**config.mk**
```make
export PLATFORM = sky130hd
export DESIGN_NAME = sha256_stream_hasher
export DESIGN_NICKNAME = d
export VERILOG_FILES = /design/src/sha_pkg.sv /design/src/sha_round.sv /design/src/sha256_stream_hasher.sv
export VERILOG_INCLUDE_DIRS = /design/src /design/src/src
export SDC_FILE = /design/constraint.sdc
export NUM_CORES = 2
export LEC_CHECK = 0
export BUFFER_PORTS_ARGS = -buffer_cell sky130_fd_sc_hd__buf_4
export CAP_MARGIN = 20
export CORE_MARGIN = 3
export CORE_UTILIZATION = 60
export CTS_CLUSTER_SIZE = 28
export DETAILED_ROUTE_END_ITERATION = 12
export PLACE_DENSITY = 0.79
export SYNTH_ARGS = -nofsm -noshare
export SYNTH_HDL_FRONTEND = slang
export SYNTH_SLANG_ARGS = --single-unit
```
**constraint.sdc**
```tcl
create_clock -name clk -period 95.4 [get_ports clk]
set_clock_uncertainty 0.1 [all_clocks]
set_input_delay 14.31 -clock clk [delete_from_list [all_inputs] [get_ports clk]]
set_output_delay 14.31 -clock clk [all_outputs]
set_load 0.02 [all_outputs]
```
**src/sha256_stream_hasher_assert.svh**
```systemverilog
`ifndef SHA256_STREAM_HASHER_ASSERT_SVH
`define SHA256_STREAM_HASHER_ASSERT_SVH
// implication checked every clock outside reset
`define SHA_ASSERT_IMP(label, ante, cons, msg) \
  label: assert property (@(posedge clk) disable iff (rst) (ante) |-> (cons)) else $error(msg);
// next-cycle implication
`define SHA_ASSERT_NEXT(label, ante, cons, msg) \
  label: assert property (@(posedge clk) disable iff (rst) (ante) |=> (cons)) else $error(msg);
`endif

```
**src/sha_pkg.sv**
```systemverilog
package sha_pkg;
  localparam int BlockBytes = 64;
  localparam int LenPos = 56;
  localparam logic [7:0] PadByte = 8'h80;
  localparam logic [0:0] FuncAbsorb = 1'b0;
  localparam logic [0:0] FuncFinish = 1'b1;

  typedef logic [31:0] word_t;

  localparam word_t InitH [8] = '{
    32'h6a09e667, 32'hbb67ae85, 32'h3c6ef372, 32'ha54ff53a,
    32'h510e527f, 32'h9b05688c, 32'h1f83d9ab, 32'h5be0cd19};

  localparam word_t RoundK [64] = '{
    32'h428a2f98, 32'h71374491, 32'hb5c0fbcf, 32'he9b5dba5, 32'h3956c25b, 32'h59f111f1,
    32'h923f82a4, 32'hab1c5ed5, 32'hd807aa98, 32'h12835b01, 32'h243185be, 32'h550c7dc3,
    32'h72be5d74, 32'h80deb1fe, 32'h9bdc06a7, 32'hc19bf174, 32'he49b69c1, 32'hefbe4786,
    32'h0fc19dc6, 32'h240ca1cc, 32'h2de92c6f, 32'h4a7484aa, 32'h5cb0a9dc, 32'h76f988da,
    32'h983e5152, 32'ha831c66d, 32'hb00327c8, 32'hbf597fc7, 32'hc6e00bf3, 32'hd5a79147,
    32'h06ca6351, 32'h14292967, 32'h27b70a85, 32'h2e1b2138, 32'h4d2c6dfc, 32'h53380d13,
    32'h650a7354, 32'h766a0abb, 32'h81c2c92e, 32'h92722c85, 32'ha2bfe8a1, 32'ha81a664b,
    32'hc24b8b70, 32'hc76c51a3, 32'hd192e819, 32'hd6990624, 32'hf40e3585, 32'h106aa070,
    32'h19a4c116, 32'h1e376c08, 32'h2748774c, 32'h34b0bcb5, 32'h391c0cb3, 32'h4ed8aa4a,
    32'h5b9cca4f, 32'h682e6ff3, 32'h748f82ee, 32'h78a5636f, 32'h84c87814, 32'h8cc70208,
    32'h90befffa, 32'ha4506ceb, 32'hbef9a3f7, 32'hc67178f2};

  function automatic word_t rotr(input word_t x, input int n);
    return (x >> n) | (x << (32 - n));
  endfunction

  typedef struct packed {
    word_t a, b, c, d, e, f, g, h;
  } vars_t;
endpackage

```
**src/sha_round.sv**
```systemverilog
module sha_round (
  input  sha_pkg::vars_t v,
  input  sha_pkg::word_t k,
  input  sha_pkg::word_t w,
  output sha_pkg::vars_t v_next
);
  import sha_pkg::*;
  word_t t1, t2;
  always_comb begin
    t1 = v.h + (rotr(v.e, 6) ^ rotr(v.e, 11) ^ rotr(v.e, 25)) +
         ((v.e & v.f) ^ (~v.e & v.g)) + k + w;
    t2 = (rotr(v.a, 2) ^ rotr(v.a, 13) ^ rotr(v.a, 22)) +
         ((v.a & v.b) ^ (v.a & v.c) ^ (v.b & v.c));
    v_next = '{a: t1 + t2, b: v.a, c: v.b, d: v.c, e: v.d + t1, f: v.e, g: v.f, h: v.g};
  end
endmodule

```
**src/sha256_stream_hasher.sv**
```systemverilog
// Absorb: one byte per cycle into a 64-byte buffer; the 64th byte starts a
// compression (schedule load, 64 rounds, fold), during which input is stalled.
// Finish: zero fill to the end of the block (and a further block when the
// length spills into an extra block), one or two compressions, then
// eight digest words at one per cycle as m_tready allows. Buffer memory has a
// registered read; schedule words live in a 16-entry circular window.
// Synchronous active-high reset restores the initial hash and zero counts.
module sha256_stream_hasher (
  input  logic        clk,
  input  logic        rst,
  input  logic        s_tvalid,
  output logic        s_tready,
  input  logic [7:0]  s_tdata,  // [7:0] data_byte
  input  logic        s_tuser,  // [0] func
  output logic        m_tvalid,
  input  logic        m_tready,
  output logic [39:0] m_tdata,  // [31:0] digest_word, [34:32] word_index
  output logic        m_tlast   // last_word
);
  import sha_pkg::*;
  `include "sha256_stream_hasher_assert.svh"

  localparam logic [2:0] StIdle = 3'd0, StPad = 3'd1, StLoad = 3'd2,
    StRound = 3'd3, StFold = 3'd4, StOut = 3'd5;

  logic [2:0]  state;
  logic [7:0]  buf_mem [64];
  logic [7:0]  rd_byte;
  logic [5:0]  rd_addr;
  logic [5:0]  fill;
  logic [63:0] byte_count;
  logic [63:0] bits;
  word_t       hw [8];
  word_t       sched [16];
  vars_t       v, v_next;
  logic [6:0]  cnt;       // load byte index / round index
  logic        finishing, last_block;
  logic [2:0]  out_idx;
  logic        wr_en;
  logic [5:0]  wr_addr;
  logic [7:0]  wr_data;
  word_t       w_cur, w_calc, a15, a2;
  logic [31:0] shreg;

  assign s_tready = (state == StIdle);
  wire acc = s_tvalid && s_tready;
  wire func = s_tuser;

  always_comb begin
    wr_en = 1'b0; wr_addr = fill; wr_data = s_tdata;
    if (acc && func == FuncAbsorb) wr_en = 1'b1;
    else if (acc) begin wr_en = 1'b1; wr_data = PadByte; end
    else if (state == StPad) begin
      wr_en = 1'b1;
      if (!last_block && fill >= 6'(LenPos))
        wr_data = bits[8*(7 - (fill - 6'(LenPos))) +: 8];
      else wr_data = 8'h00;
    end
  end

  always_ff @(posedge clk) begin
    if (wr_en) buf_mem[wr_addr] <= wr_data;
    rd_byte <= buf_mem[rd_addr];
  end

  assign rd_addr = cnt[5:0];
  assign a15 = sched[cnt[3:0] + 4'd1];
  assign a2 = sched[cnt[3:0] + 4'd14];
  assign w_calc = sched[cnt[3:0]] + (rotr(a15, 7) ^ rotr(a15, 18) ^ (a15 >> 3)) +
                  sched[cnt[3:0] + 4'd9] + (rotr(a2, 17) ^ rotr(a2, 19) ^ (a2 >> 10));
  assign w_cur = (cnt < 7'd16) ? sched[cnt[3:0]] : w_calc;

  sha_round u_round (.v(v), .k(RoundK[cnt[5:0]]), .w(w_cur), .v_next(v_next));

  always_ff @(posedge clk) begin
    if (rst) begin
      state <= StIdle; fill <= '0; byte_count <= '0; cnt <= '0;
      finishing <= 1'b0; last_block <= 1'b0; out_idx <= '0;
      for (int i = 0; i < 8; i++) hw[i] <= InitH[i];
    end else begin
      unique case (state)
        StIdle: if (acc) begin
          cnt <= '0;
          if (func == FuncAbsorb) begin
            if (byte_count != '1) byte_count <= byte_count + 64'd1;
            fill <= fill + 6'd1;
            if (fill == 6'd63) state <= StLoad;
          end else begin
            bits <= byte_count << 3;
            finishing <= 1'b1;
            fill <= fill + 6'd1;
            last_block <= (fill + 6'd1 > 6'(LenPos)) || (fill == 6'd63);
            // pad byte landed in last slot: block is full, compress now
            if (fill == 6'd63) state <= StLoad;
            else state <= StPad;
          end
        end
        StPad: begin
          fill <= fill + 6'd1;
          if (fill == 6'd63) begin state <= StLoad; cnt <= '0; end
        end
        StLoad: begin
          // rd_byte is byte cnt-1; pack big-endian into schedule
          if (cnt != 7'd0) begin
            shreg <= {shreg[23:0], rd_byte};
            if (cnt[1:0] == 2'd0) sched[4'(cnt[5:2] - 4'd1)] <= {shreg[23:0], rd_byte};
          end
          if (cnt == 7'd64) begin
            state <= StRound; cnt <= '0;
            v <= '{hw[0], hw[1], hw[2], hw[3], hw[4], hw[5], hw[6], hw[7]};
          end else cnt <= cnt + 7'd1;
        end
        StRound: begin
          v <= v_next;
          if (cnt >= 7'd16) sched[cnt[3:0]] <= w_calc;
          if (cnt == 7'd63) state <= StFold;
          else cnt <= cnt + 7'd1;
        end
        StFold: begin
          hw[0] <= hw[0] + v.a; hw[1] <= hw[1] + v.b; hw[2] <= hw[2] + v.c;
          hw[3] <= hw[3] + v.d; hw[4] <= hw[4] + v.e; hw[5] <= hw[5] + v.f;
          hw[6] <= hw[6] + v.g; hw[7] <= hw[7] + v.h;
          cnt <= '0; fill <= '0;
          if (!finishing) state <= StIdle;
          else if (last_block) begin last_block <= 1'b0; state <= StPad; end
          else begin state <= StOut; out_idx <= '0; end
        end
        StOut: if (m_tready) begin
          out_idx <= out_idx + 3'd1;
          if (out_idx == 3'd7) begin
            state <= StIdle; finishing <= 1'b0; byte_count <= '0; fill <= '0;
            for (int i = 0; i < 8; i++) hw[i] <= InitH[i];
          end
        end
        default: state <= StIdle;
      endcase
    end
  end

  assign m_tvalid = (state == StOut);
  assign m_tdata = {5'd0, out_idx, hw[out_idx]};
  assign m_tlast = (out_idx == 3'd7);

  `SHA_ASSERT_IMP(a_out_only_finish, m_tvalid, finishing, "output outside finish")
  `SHA_ASSERT_IMP(a_no_accept_busy, s_tready, !m_tvalid, "accept while emitting")
  `SHA_ASSERT_NEXT(a_last_idle, m_tvalid && m_tready && m_tlast, state == StIdle,
    "no return to idle after digest")
endmodule

```
# Yosys cells after proc, flatten, opt, wreduce, memory -nomap -nowiden
# Memory sizes are Yosys's and may differ from the RTL's. A register that Yosys moved wholly into a read port is not among the register bits.
# Cells that the tools add are included.
# op_classes
n_addsub	28
magnitude_cmp	5
n_eq_ne	22
shifts	1
muxes	95
bitwise	46
reduce_logical	25
# op_table
op	n
$mux 32	20
$add 32x32->32	18
$pmux 256 s2	1
$mux 64	5
$xor 32x32->32	9
$mux 256	1
$and 32x32->32	5
$pmux 64 s2	1
$add 64x1->64 const B	1
$ne 64x64->1 const B	1
$shiftx 64x33->8	1
$mux 3	14
$pmux 7 s5	1
$mux 1	32
$mux 8	4
$not 32->32	1
$or 10x32->32	1
$or 13x32->32	1
$or 14x32->32	1
$or 15x32->32	1
$or 19x32->32	1
$or 21x32->32	1
$or 25x32->32	1
$or 26x32->32	1
other kinds (50)	99
# totals
reg_bits	426
ram_bits	1280
rom_bits	2048
input_bits	13
out_inout_bits	43
mem_count	4
# mem_list
name	depth	word_bits	rd	rd_ports_with_merged_regs	write_ports	line_no	text
(name not given)	64	32	1	0	0	sha256_stream_hasher.sv:73	sha_round u_round (.v(v), .k(RoundK[cnt[5:0]]), .w(w_cur), .v_next(v_next));
buf_mem	64	8	1	1	1	sha256_stream_hasher.sv:27	logic [7:0] buf_mem [64];
sched	16	32	4	1	1	sha256_stream_hasher.sv:34	word_t sched [16];
hw	8	32	9	1	8	sha256_stream_hasher.sv:33	word_t hw [8];

# Depth between registers and ports, before layout
# An unclocked memory read counts as a cell.
# logic_depth
depth_word	12
depth_mapped	59
depth_no_buf	50

# Hierarchy
# A second synthesis with hierarchy kept.
# hier_totals
cells_unflattened	8140
hier_area_um2	106460.9
# by_module_without_submodules
mod	n_inst	cells_per_inst	area_each_um2	seq_area_each_um2
sha256_stream_hasher	1	6766	95337.7	49397.4
sha_round	1	1374	11123.2	0.0

# Worst setup path before layout
# OpenSTA, ideal clock, no wires.
# synth_timing
path_type	input to register
startpoint	in rst
endpoint	reg v[0] (netlist name)
setup_ps	1590
t_arrival_ps	40620
t_required_ps	93710
setup_slack_ps	53090
cell_stages	3
path_cell_list	clkbuf_1 clkbuf_1 nor4b_1
# synth_via
elab_chain_cells	2
# synth_rtl
element	line_no	text
start, declared	sha256_stream_hasher.sv:10	input logic rst,
$not 1->1 (no source line)	-	
$reduce_and 3->1 (no source line)	-	
# Every way passes these cells.
# A chain may end at the register's enable or synchronous reset.

==> impl_metrics.yaml <==
sta:
  hold_viol_final: 0
  tightestPinTransition_ps: 1220
  period_needed_ps: 18100
  relSlewSlack: 0.163
  rsz0062_at_grt: "false"
  max_freq_mhz: 55.2
  drv_slew: 0
  setup_tns_ps: 0
  fin_crit_sh: 0.190
  setup_viol: 0
synth:
  synthCells: 7857
  synth-edff-count: 1493
  ys_types: 89
  avgSynthCellArea_um2: 13.2
  synth-seq-cells: 1721
  ys.flop_type: "edfxtp_1"
  syn_area_um2: 104000
  yosysWarnings: 0
  async_flop_share: 0
  ys_seq_area_frac: 0.475
detailed_routing:
  post-route-drc-count: 0
  drt-initial-drc-count: 9935
  drt-vias-per-instance: 7.11
  wl_per_cell_um: 30.6
  first_pass_iters: 7
  wl_um: 313000
  antenna_left: 0
  dr_total_vias: 72724
global_route:
  gr-total-overflow: 0
  antenna_found_initial: 4
  grt_util_all_layers: 0.347
  grt_max_degree: 160
  grt_pass1_vias: 71499
  grt_pass1_wl_um: 464000
worst_setup_path:
  arrival_ps: 3690
  rrSetupSlack_ps: 78750
  crit_path_start_kind: "register"
  timing.rr.end: "v[255]$_DFFE_PP_"
  cp_max_fo: 40
  cp-endpoint: "m_tdata[31]"
  rr_startpoint: "cnt[1]$_SDFFE_PP0P_"
  worst_ep_required_time_ps: 80990
  rr_worst_depth: 49
  crit_path_end_kind: "output pin"
  crit_type: "register to output pin"
clock_tree:
  root_buffer: "clkbuf_16"
  cts_setup_buffers: 0
  htree_levels: 4
  cts_tree: "built"
  clk_pin_slew_ps: 70
  ctsHoldBuffers: 0
  cts_resized: 0
  cts.sinks: 1721
  clock_path_buffers: 3
  numCtsBuffers: 175
  clock_latency_ps: 860
final_layout:
  final_cell_mix: "edfxtp_1, mux4_2, nand2_1"
  multi_input_area_um2: 51900
  drive_above_1_share: 0.191
  nets: 8397
  final_common_cell: "edfxtp_1"
  fillers: 11828
  areaGrowthSynthToFinish_pct: 8.62
  finalInstanceArea_um2: 113000
  regArea_um2: 49400
placement:
  gp_congestion: 1.02
  place_hpwl_um: 210000
  portBuffers: 50
  dpl_cell_area_um2: 107000
pwr:
  power_leakage_uw: 0.0391
  ir_worst_vdd_mv: 0.0203
  finalPower_uw: 2160
  powerDensity_nw_per_um2: 19.1
floorplan:
  core_um2: 172000
  dieArea_um2: 178000
  fp.dieH_um: 422
  io_pins: 56
  num_rows: 152
  start_util: 0.605
  die_w_um: 422
job:
  cap_violations: 0
worst_hold_path:
  min_path_type: "register to register"
status:
  status: "finished clean"
[kinds of logic after synthesis]
logic type,after synthesis,share of synthesized area
and+or+nand+nor,1563,0.0686
other,1,0.0000361
muxes,1076,0.196
AOI/OAI and AO/OA,1493,0.0897
buffers and inverters,755,0.0279
DFF,1721,0.475
xor gates and xnor gates,623,0.0532
adders and majority gates,625,0.0890
[report_power, final]
| group | switching, uW | leakage, uW | internal [uW] |
|---|---|---|---|
| Clock | 316 | 0.00292 | 411 |
| Sequential | 8.59 | 0.0154 | 824 |
| Combinational | 355 | 0.0209 | 240 |
| Total | 680 | 0.0391 | 1480 |
[registers in the layout, indices dropped and copies added (netlist names), named ones only]
register    flops
v             256
finishing       1
buf_mem       512
cnt             7
out_idx         3
state           3
last_block      1
rd_byte         8
shreg          24
bits           61
sched         512
hw            256
byte_count     64
fill            6
[critical path, cell delays in order, from the launching register on]
cell	delay (ps)
dfxtp_4	750
buf_4	760
mux4_2	590
mux2_2	430
buf_4	220
[worst min path at each step]
stage | to | depth (start not counted) | slack [ps] | start
finish | shreg[10]$_DFFE_PP_ | 0 | 340 | shreg[2]$_DFFE_PP_
global route | shreg[10]$_DFFE_PP_ | 0 | 340 | shreg[2]$_DFFE_PP_
CTS | shreg[10]$_DFFE_PP_ | 0 | 330 | shreg[2]$_DFFE_PP_
detailed placement | shreg[20]$_DFFE_PP_ | 0 | 340 | shreg[12]$_DFFE_PP_
global placement | bits[27]$_DFFE_PP_ | 0 | 330 | byte_count[24]$_SDFFE_PP0P_
floorplan | shreg[0]$_DFFE_PP_ | 0 | 310 | rd_byte[0]$_DFF_P_
[layout make-up]
cell class | count | area share
timing repair buffer | 171 | 0.0128
clock buffer | 230 | 0.0430
clock inverter | 92 | 0.0100
tap | 2310 | 0.0256
inverter | 323 | 0.0108
multi-input combinational | 5385 | 0.460
antenna | 1 | 0.0000222
sequential | 1721 | 0.438
[synth_stat cells, types with 45 or more instances]
cell	number	area share
inv_1	320	0.012
nand2b_1	58	0.0035
nor3_1	105	0.0051
nand2_1	557	0.020
clkbuf_1	306	0.011
a31oi_1	62	0.0037
o21a_1	61	0.0044
a211oi_1	53	0.0038
nor2b_1	68	0.0041
o21ai_0	377	0.018
a21o_1	198	0.014
fa_1	196	0.038
nor2_1	434	0.016
ha_1	411	0.049
mux2i_1	88	0.0085
buf_1	109	0.0039
o211ai_1	45	0.0033
mux2_2	245	0.027
nand3_1	121	0.0058
mux4_2	732	0.16
xor2_1	239	0.020
a21oi_1	436	0.021
dfxtp_1	228	0.044
edfxtp_1	1493	0.43
xnor2_1	378	0.032
[stage by stage]
stage / worst slack (ps) / hold slack (ps) / instances / util
finish: 77300 / 340 / 10233 / 0.657
global route: 77120 / 339 / 10232 / 0.657
CTS: 77220 / 328 / 10224 / 0.656
detailed placement: 77450 / 336 / 9902 / 0.621
global placement: 77500 / 333 / 9899 / 0.621
floorplan: 53090 / 308 / 7861 / -
[per-layer routing]
layer  up-vias  part of all wire  global-route usage
met5         -          0.000042                   0
met4         2             0.063               0.185
met3      1083              0.12              0.0762
met2      5423              0.47               0.549
met1     36231              0.35               0.454
li1      29985                 -                   -
No activity file was read; power rests on OpenSTA's default activity.
